==> config.mk <==
export PLATFORM = sky130hd
export DESIGN_NAME = pcicfg_ram
export DESIGN_NICKNAME = d
export VERILOG_FILES = /design/src/rtl/pcicfg_ram.sv
export SDC_FILE = /design/constraint.sdc
export NUM_CORES = 1
export LEC_CHECK = 0
export ABC_AREA = 1
export BUFFER_PORTS_ARGS = -buffer_cell sky130_fd_sc_hd__buf_2
export CAP_MARGIN = 15
export CORE_MARGIN = 10
export CORE_UTILIZATION = 25
export CTS_CLUSTER_SIZE = 16
export DETAILED_ROUTE_END_ITERATION = 8
export GPL_TIMING_DRIVEN = 0
export PLACE_DENSITY = 0.48
export SLEW_MARGIN = 20
export SYNTH_ARGS = -nofsm -noshare
export SYNTH_HDL_FRONTEND = slang
export SYNTH_SLANG_ARGS = --single-unit
==> constraint.sdc <==
create_clock -name clk -period 4.6 [get_ports clk]
set_input_delay 0.23 -clock clk [delete_from_list [all_inputs] [get_ports clk]]
set_output_delay 0.23 -clock clk [all_outputs]
set_load 0.005 [all_outputs]
==> src/rtl/pcicfg_ram.sv <==
`timescale 1ns / 1ps

module pcicfg_ram #(
	parameter int WIDTH = 8,
	parameter int DEPTH = 64,
	localparam int AW = (DEPTH > 1) ? $clog2(DEPTH) : 1
) (
	input  logic             clk,
	input  logic             we,
	input  logic [AW-1:0]    waddr,
	input  logic [WIDTH-1:0] wdata,
	input  logic             re,
	input  logic [AW-1:0]    raddr,
	output logic [WIDTH-1:0] rdata
);

	logic [WIDTH-1:0] mem_q [DEPTH];
	logic [WIDTH-1:0] rdata_q;

	// one write port, one registered read port
	always_ff @(posedge clk) begin
		if (we) begin
			mem_q[waddr] <= wdata;
		end
		if (re) begin
			rdata_q <= mem_q[raddr];
		end
	end

	assign rdata = rdata_q;

endmodule

======== Word level (Yosys, flattened, before mapping) ========
Memory sizes are Yosys's and may differ from the RTL's. A register that Yosys moved wholly into a read port is not among the register bits.
Cells that the tools add are included.
cells by class
  add/sub/neg operators ................... 0
  $mul .................................... 0
  div/mod/pow operators ................... 0
  $lt $le $gt $ge ......................... 0
  equality and inequality tests ........... 0
  shift operators ......................... 0
  muxes and demuxes ....................... 2
  bitwise gates (word level) .............. 0
  reduce and logical (&&, ||, !) cells .... 0
operators by type and width
  cell              number
  2-to-1 mux 1 bit  2
storage, ports and cells
  register bits ........................... 0
  bits in latches ......................... 0
  memory bits (writable) .................. 512
  bits in read-only memories .............. 0
  bits of input ports ..................... 23
  output and inout bits ................... 8
  memories ................................ 1
memories
  name   words  bits a word  read ports  clocked after Yosys merged registers in  wr ports  line  text
  mem_q  64     8            1           1                                        1         17    logic [WIDTH-1:0] mem_q [DEPTH];

======== Logic depth before layout (Yosys ltp) ========
Gate-level depths: netlist of run 1.
  depth in word-level cells ............... 2
  mapped depth ............................ 12
  gate-level depth less buffers ........... 9

======== Worst setup path after synthesis of run 1 ========
OpenSTA, ideal clock, no wires.
  path type ............................... input port to flip-flop
  start point ............................. input we
  end point ............................... memory mem_q[48][0] (enable)
  setup time .............................. 0.395 ns
  data arrival time ....................... 1.601 ns
  required time ........................... 4.205 ns
  setup slack ............................. 2.604 ns
  stages on the path ...................... 3
  cells stage by stage .................... clkbuf_1 -> nand4_1 -> nor4_1
between the ends
  longest elaborated chain between the ends .. 2
RTL lines
  item                                    line  text
  start, declared                         9     input logic we,
  2-to-1 mux 1 bit                        22    if (we) begin
  2-to-1 mux 1 bit (implied by the code)  23    mem_q[waddr] <= wdata;
  end, declared                           17
Every way passes these cells.

======== Worst setup path after layout of run 1 ========
  start point ............................. input waddr[1]
  end point ............................... memory mem_q[25][1] (enable)
RTL lines
  item             line  text
  start, declared  10    input logic [AW-1:0] waddr,
No word-level cell before the write port.

==> flow_summary_export.csv, run 1 <==
group,metric,value,unit
outcome,status,"finished, final reports clean",
yosys,synth_top_cell_by_area,"edfxtp_1",
place,dp_hpwl,48700,um
power,power_density,408,nW/um^2
global_routing,grtUsageTotal,13.9,%
finish,layout_common_cells,"648 x nand2_1, 520 x edfxtp_1, 439 x nand3_1, 58 x buf_2",
yosys,netlist_area,21400,sq um
hold_path,hold_start,"wdata[3]",
clock_network,cts.sinks,520,
sta,min_period_over_period,50.8,%
yosys,syn_nets,1828,
setup_path,timing.rr.start,"mem_q[51][7]",
place,place_congestion,0.924,
sta,whs,0.0562,ns
sta,hold_viol_final,0,
global_routing,globalRouteOverflowTotal,0,
setup_path,cp.arrival,2.56,ns
sta,fin_skew,0.0216,ns
hold_path,whs_endpoint,"mem_q[21][3]",
clock_network,cts_tree,"yes",
setup_path,critPathKind,"in -> reg",
drt,wl,69700,um
setup_path,cp-end-kind,"register",
global_routing,grt_max_degree,65,
sta,worst_pin_slew,1.10,ns
floorplanning,dieArea,97800,sq um
drt,drt_iter0_drc,1443,
power,leakagePower,8.71,nW
clock_network,cts-root-buf,"clkbuf_16",
floorplanning,core-area,85100,sq um
sta,post-route-min-period,2.34,ns
sta,finalSetupViolCount,0,
place,io_buffers,22,
finish,syn2layout_area_growth,15.7,%
yosys,synth_top_area_share,72.9,%
clock_network,clk_pin_slew,0.06,ns
yosys,yosysWarnings,0,
setup_path,rrSetupSlack,2.79,ns
drt,viasPerCell,4.60,
setup_path,cp_max_fo,9,
floorplanning,ios,31,
sta,final.setup.tns,0,ns
drt,dr.pass1.iters,5,
sta,max_freq,0.428,GHz
run,maxCapViolCount,0,
setup_path,reg2reg_depth,8,
finish,final_common_cell,"nand2_1",
setup_path,crit_path_start_kind,"input pin",
yosys,synth.avg_cell_area,11.9,sq um
drt,ant_nets,0,
yosys,synthTopCellsByArea,"edfxtp_1 73%, nand2_1 11%, nand3_1 10%, buf_6 1.8%, nor2_1 0.98%",
drt,vias,14186,
drt,drcViolationCount,0,
clock_network,cts_buffer_depth,3,
yosys,synth.distinct_cells,15,
hold_path,min_path_type,"in -> reg",
sta,rsz0062_at_grt,"no",
floorplanning,rows,107,
finish,nets,1920,
floorplanning,dieWidth,313,um
yosys,ys_seq_area_share,72.9,%
clock_network,cts_made_buffers,55,
clock_network,cts_resized,0,
setup_path,r2r_end,"rdata[7]",
yosys,postSynthCellCount,1805,
sta,relSlewSlack,26.7,%
floorplanning,start_util,25.2,%
global_routing,grt_pass1_vias,13798,
power,ir_drop,0.261,mV
hold_path,worstHoldPathCells,1,
clock_network,clkLatencyLatePin,0.62,ns
drt,wl_per_cell,22.6,um
setup_path,cp_data_required_time,4.82,ns
global_routing,antenna_found_initial,2,
sta,drv_slew,0,
finish,drive_above_1_share,10.5,%
yosys,synth-seq-cells,520,
clock_network,cts_max_level,2,
floorplanning,fp.dieH,313,um
global_routing,grt_pass1_wl,99700,um
-- cell usage after synthesis --
master	number
nand2_1	648
edfxtp_1	520
nand3_1	439
nor2_1	56
buf_2	37
buf_6	35
clkbuf_1	15
buf_4	14
buf_1	10
inv_1	10
nand4_1	9
nor4_1	8
buf_8	2
inv_2	1
inv_6	1
-- worst max-delay path by stage --
stage | startpoint | to | slack, ns
floorplan | we | mem_q[48][0] | 2.60
global placement | waddr[3] | mem_q[54][1] | 1.54
detailed placement | waddr[0] | mem_q[24][1] | 1.59
CTS | waddr[0] | mem_q[24][1] | 2.24
global route | waddr[1] | mem_q[16][3] | 2.19
finish | waddr[1] | mem_q[25][1] | 2.26
-- layer usage --
metal / GRT usage [%] / part of all wire (%) / vias to the layer above
met5: 0 / 0.013 / -
met4: 4.20 / 2.7 / 2
met3: 2.91 / 7.2 / 107
met2: 21.4 / 45 / 484
met1: 19.4 / 45 / 7036
li1: - / - / 6557
-- sequential cells by signal, summed over array words and instances (netlist names) --
| register | cells |
|---|---|
| mem_q | 512 |
| rdata | 8 |
-- metrics by stage --
stage                     setup WS, ns  total power (W)  instances  util, %  area [sq um]
after global placement            1.54          0.00609       2971     27.0         23000
final                             2.26           0.0101       3086     29.1         24800
after global routing              2.19           0.0104       3085     29.1         24800
after CTS                         2.24           0.0102       3085     29.1         24800
after detailed placement          1.59          0.00611       2983     27.2         23200
after floorplan                   2.60          0.00573       1805        -         21400
-- where the power goes --
part | switching, W | internal (W)
combinational | 0.000557 | 0.000185
sequential | 0.00000911 | 0.00526
clock | 0.00185 | 0.00224
-- kinds of logic (layout without fill, tap and decap cells) --
kind of cell / after synthesis / count (layout) / synth area share [%]
and+or+nand+nor: 1160 / 1160 / 23.1
buffers and inverters: 125 / 261 / 4.01
DFF: 520 / 520 / 72.9
other: 0 / 1 / 0
-- critical path: stages --
cell and delay [ns]:
clkbuf_1 0.21, inv_1 0.31, nand4_1 0.73, nor2_1 1.06
-- cell type report --
class | count | area (sq um)
diodes | 1 | 2.50
multi-input cells | 1160 | 5000
plain buffers | 113 | 808
clock buffers | 68 | 1430
clock inverters | 33 | 193
repair buffers | 35 | 263
well taps | 1144 | 1430
inverters | 12 | 50.0
flip-flops and latches | 520 | 15600
fillers | 8802 | 60400
-- what timing repair did --
action / CTS / global route
setup buffers: 0 / 0
endpoints found under the hold margin: 8 / 0
hold buffers: 1 / 0
(Power assumes the default switching activity.)
==> run 2, diff against run 1 <==
--- a/config.mk
+++ b/config.mk
@@ -13,7 +13,7 @@
 export CTS_CLUSTER_SIZE = 16
 export DETAILED_ROUTE_END_ITERATION = 8
 export GPL_TIMING_DRIVEN = 0
-export PLACE_DENSITY = 0.48
+export PLACE_DENSITY = 0.49
 export SLEW_MARGIN = 20
 export SYNTH_ARGS = -nofsm -noshare
 export SYNTH_HDL_FRONTEND = slang
==> constraint.sdc (replaced) <==
create_clock -name clk -period 1.9 [get_ports clk]
set_input_delay 0.095 -clock clk [delete_from_list [all_inputs] [get_ports clk]]
set_output_delay 0.095 -clock clk [all_outputs]
set_load 0.005 [all_outputs]
==> flow_summary_export.csv, run 2 (same netlist as run 1, synthesis figures left out) <==
group,metric,value,unit
drt,viasPerCell,4.64,
sta,relSlewSlack,35.3,%
place,dp_hpwl,47700,um
setup_path,cp-end-kind,"register",
setup_path,startpoint,"waddr[0]",
sta,final.setup.worst_slack,-0.0669,ns
outcome,status,"complete, but fails checks",
floorplanning,dieArea,97800,sq um
sta,finalSetupViolCount,32,
sta,hold_viol_final,0,
sta,max_freq,0.508,GHz
setup_path,cp_max_fo,9,
place,io_buffers,22,
clock_network,clkLatencyLatePin,0.61,ns
finish,largest_reg_flops,512,
clock_network,cts_tree,"yes",
sta,min_period_over_period,104,%
drt,dr.pass1.iters,5,
floorplanning,core-area,85100,sq um
finish,syn2layout_area_growth,16.7,%
setup_path,cp-endpoint,"mem_q[30][5]",
setup_path,rrSetupSlack,0.17,ns
sta,rsz0062_at_grt,"yes",
finish,layout_common_cells,"648 x nand2_1, 520 x edfxtp_1, 439 x nand3_1, 55 x buf_2, 54 x clkbuf_16",
sta,fin_skew,0.0240,ns
floorplanning,dieWidth,313,um
setup_path,reg2reg_depth,8,
clock_network,cts-root-buf,"clkbuf_16",
sta,drv_slew,0,
floorplanning,start_util,25.2,%
setup_path,critPathKind,"in -> reg",
clock_network,cts_made_buffers,54,
clock_network,cts_max_level,2,
finish,largest_register,"mem_q",
finish,area.sequential,15600,sq um
power,ir_drop,0.665,mV
global_routing,grt_pass1_wl,99000,um
power,power_density,981,nW/um^2
setup_path,cp_data_required_time,2.13,ns
clock_network,cts.sinks,520,
drt,wl,69400,um
finish,multi_input_area,5110,sq um
global_routing,grt_pass1_vias,13771,
sta,post-route-min-period,1.97,ns
finish,stdcell_area,25000,sq um
finish,nets,1928,
floorplanning,ios,31,
clock_network,cts_buffer_depth,3,
clock_network,clk_pin_slew,0.06,ns
sta,worst_pin_slew,0.967,ns
finish,final_common_cell,"nand2_1",
hold_path,min_path_type,"in -> reg",
finish,drive_above_1_share,12.5,%
drt,drcViolationCount,0,
power,leakagePower,8.75,nW
floorplanning,fp.dieH,313,um
setup_path,crit_path_start_kind,"input pin",
global_routing,antenna_found_initial,3,
finish,fill_cells,8818,
outcome,violations,"negative setup slack",
global_routing,globalRouteOverflowTotal,0,
setup_path,r2r_end,"rdata[1]",
drt,wl_per_cell,22.5,um
setup_path,cp.arrival,2.20,ns
drt,vias,14339,
power,total_power,0.0245,W
global_routing,grt_max_degree,65,
place,place_congestion,0.903,
floorplanning,rows,107,
run,maxCapViolCount,0,
setup_path,timing.rr.start,"mem_q[55][1]",
global_routing,grtUsageTotal,13.8,%
place,place_area,23200,sq um
drt,drt_iter0_drc,1344,
drt,ant_nets,0,
run 2: cell types whose count changed in the layout (fill, tap and decap cells not counted), sizes merged:
cell	before	now
buf	132	136
clkinv	31	27
clkbuf	83	79
dlygate4sd3	1	5
bufinv	1	3
diode	1	2
clkinvlp	1	0
run 2: critical path: stages:
cell and delay [ns]:
clkbuf_1 0.22, inv_1 0.31, nand4_1 0.63, nor2_1 0.92
run 2: where the power goes:
| group | leakage [nW] | internal (W) | switching [W] | total (W) |
|---|---|---|---|---|
| clock | 0.788 | 0.00557 | 0.00438 | 0.00994 |
| combinational | 3.27 | 0.000463 | 0.00136 | 0.00182 |
| sequential | 4.69 | 0.0127 | 0.0000223 | 0.0127 |
run 2: stage by stage:
step | setup TNS (ns) | util, % | hold slack, ns | worst slack (ns) | std cells
6_report | -1.13 | 29.3 | 0.0955 | -0.0669 | 3088
5_1_grt | -8.91 | 29.3 | 0.121 | -0.184 | 3086
3_3_place_gp | -250.25 | 27.0 | 0.429 | -0.856 | 2971
3_5_place_dp | -270.77 | 27.2 | 0.447 | -0.883 | 2983
4_1_cts | -9.15 | 29.2 | 0.0909 | -0.261 | 3081
2_1_floorplan | 0 | - | 0.194 | 0.0389 | 1805
run 2: worst min path at each step:
stage	startpoint	end	slack, ns	cells past startpoint
4_1_cts	wdata[7]	mem_q[43][7]	0.09	1
3_5_place_dp	re	rdata[3]	0.45	1
2_1_floorplan	wdata[0]	mem_q[0][0]	0.19	0
6_report	wdata[5]	mem_q[46][5]	0.1	1
5_1_grt	wdata[5]	mem_q[46][5]	0.12	1
3_3_place_gp	re	rdata[0]	0.43	1
run 2: metal layers:
layer,global-route usage (%),up-vias,wire length [um],share of wire (%)
met1,19.4,7117,31300,45
met2,20.9,517,30600,44
li1,-,6579,-,-
met3,3.10,120,5400,7.8
met5,0,-,50,0.072
met4,4.46,6,2020,2.9
run 2: final cells by class:
cell class / instances / share of cell area, %
antenna: 2 / 0.0200
buffer: 113 / 3.24
clock buffer: 63 / 5.54
clock inverter: 30 / 0.891
inverter: 12 / 0.200
multi-input combinational: 1160 / 20.4
sequential: 520 / 62.5
tap: 1144 / 5.73
timing repair buffer: 44 / 1.45
run 2: timing repair:
action	CTS	global route
endpoints found under the setup margin	117	367
buffers inserted	0	5
pin swaps	0	1
endpoints found under the hold margin	88	0
resized for setup	16	29
hold buffers	5	0
==> run 3, diff against run 2 <==
--- a/config.mk
+++ b/config.mk
@@ -13,7 +13,7 @@
 export CTS_CLUSTER_SIZE = 16
 export DETAILED_ROUTE_END_ITERATION = 8
 export GPL_TIMING_DRIVEN = 0
-export PLACE_DENSITY = 0.49
+export PLACE_DENSITY = 0.48
 export SLEW_MARGIN = 20
 export SYNTH_ARGS = -nofsm -noshare
 export SYNTH_HDL_FRONTEND = slang
==> constraint.sdc (replaced) <==
create_clock -name clk -period 2.1 [get_ports clk]
set_input_delay 0.105 -clock clk [delete_from_list [all_inputs] [get_ports clk]]
set_output_delay 0.105 -clock clk [all_outputs]
set_load 0.005 [all_outputs]
==> flow_summary_export.csv, run 3 (same netlist as run 1, synthesis figures left out) <==
group,metric,value,unit
finish,largest_register,"mem_q",
clock_network,clk_pin_slew,0.06,ns
sta,hold_viol_final,0,
setup_path,cp-end-kind,"register",
place,place_area,23200,sq um
global_routing,grt_pass1_vias,13819,
global_routing,antenna_found_initial,2,
hold_path,min_path_type,"in -> reg",
drt,ant_nets,0,
drt,drt_iter0_drc,1429,
sta,fin_skew,0.0255,ns
floorplanning,rows,107,
setup_path,cp_max_fo,9,
sta,min_period_over_period,105,%
power,power_density,890,nW/um^2
clock_network,cts_max_level,2,
drt,wl_per_cell,22.6,um
finish,fill_cells,8793,
power,leakagePower,8.72,nW
setup_path,cp.arrival,2.44,ns
clock_network,clkLatencyLatePin,0.62,ns
drt,drcViolationCount,0,
floorplanning,core-area,85100,sq um
run,maxCapViolCount,0,
clock_network,cts.sinks,520,
place,dp_hpwl,48700,um
global_routing,grtUsageTotal,13.9,%
finish,final_common_cell,"nand2_1",
finish,nets,1924,
drt,dr.pass1.iters,7,
drt,wl,69800,um
floorplanning,start_util,25.2,%
finish,stdcell_area,24900,sq um
global_routing,grt_pass1_wl,99800,um
clock_network,cts_made_buffers,55,
finish,layout_common_cells,"648 x nand2_1, 520 x edfxtp_1, 439 x nand3_1, 58 x buf_2, 55 x clkbuf_16",
floorplanning,dieArea,97800,sq um
sta,drv_slew,0,
sta,finalSetupViolCount,40,
clock_network,cts-root-buf,"clkbuf_16",
global_routing,globalRouteOverflowTotal,0,
sta,worst_pin_slew,1.07,ns
setup_path,critPathKind,"in -> reg",
floorplanning,ios,31,
outcome,status,"complete, but fails checks",
sta,post-route-min-period,2.20,ns
finish,syn2layout_area_growth,16.0,%
outcome,violations,"negative setup slack",
power,ir_drop,0.566,mV
floorplanning,dieWidth,313,um
clock_network,cts_buffer_depth,3,
finish,largest_reg_flops,512,
global_routing,grt_max_degree,65,
finish,drive_above_1_share,11.0,%
drt,vias,14246,
floorplanning,fp.dieH,313,um
place,io_buffers,22,
clock_network,cts_tree,"yes",
sta,relSlewSlack,28.4,%
setup_path,crit_path_start_kind,"input pin",
drt,viasPerCell,4.61,
sta,final.setup.tns,-1.84,ns
setup_path,cp_data_required_time,2.33,ns
sta,rsz0062_at_grt,"yes",
sta,max_freq,0.454,GHz
sta,final.setup.worst_slack,-0.103,ns
place,place_congestion,0.924,
==> run 3: worst paths after layout <==
kind | to | depth (start not counted) | slack, ns | start
setup reg to reg | rdata[7] | 8 | 0.28 | mem_q[51][7]
setup / recovery | mem_q[40][3] | 4 | -0.10 | waddr[0]
hold reg to reg | rdata[0] | 8 | 1.06 | mem_q[28][0]
hold / removal | mem_q[50][7] | 1 | 0.08 | wdata[7]
==> run 3: metrics by stage <==
stage               hold slack [ns]  setup WS [ns]  std cells  total power, W  utilization (%)
floorplan                     0.204          0.229       1805          0.0126                -
global placement              0.444         -0.837       2971          0.0133             27.0
detailed placement            0.467         -0.785       2983          0.0134             27.2
CTS                          0.0735         0.0333       3089          0.0223             29.2
global route                 0.0968         -0.125       3089          0.0229             29.2
finish                       0.0768         -0.103       3090          0.0221             29.2
==> run 3: final cells by class <==
cell class                      count  area, sq um  share of cell area, %
Tap cell                         1144         1430                   5.76
Sequential cell                   520        15600                   62.8
Antenna cell                        1         2.50                 0.0101
Buffer                            113          808                   3.25
Clock buffer                       68         1430                   5.73
Clock inverter                     33          193                  0.775
Multi-Input combinational cell   1160         5020                   20.2
Timing Repair Buffer               39          303                   1.22
Inverter                           12         50.0                  0.201
==> run 3: worst max-delay path: stages <==
cell,delay [ns]
clkbuf_1,0.22
inv_1,0.31
nand4_1,0.81
nor2_1,0.99
==> run 3: power breakdown <==
| group | total, W | switching [W] | internal, W |
|---|---|---|---|
| clock | 0.00896 | 0.00404 | 0.00492 |
| combinational | 0.00164 | 0.00123 | 0.000411 |
| sequential | 0.0115 | 0.0000200 | 0.0115 |
==> run 3: repair_timing <==
action                     4_1_cts  5_1_grt
gates resized for setup          2        9
setup endpoints to repair       16       84
hold endpoints to repair       119        0
hold buffers                     5        0
setup buffers                    0        0
==> run 3: per-layer routing <==
layer	track usage (%)	share of wire, %
met5	0	0.013
met1	19.4	45
met2	21.4	45
met4	4.20	2.7
met3	2.90	7.5
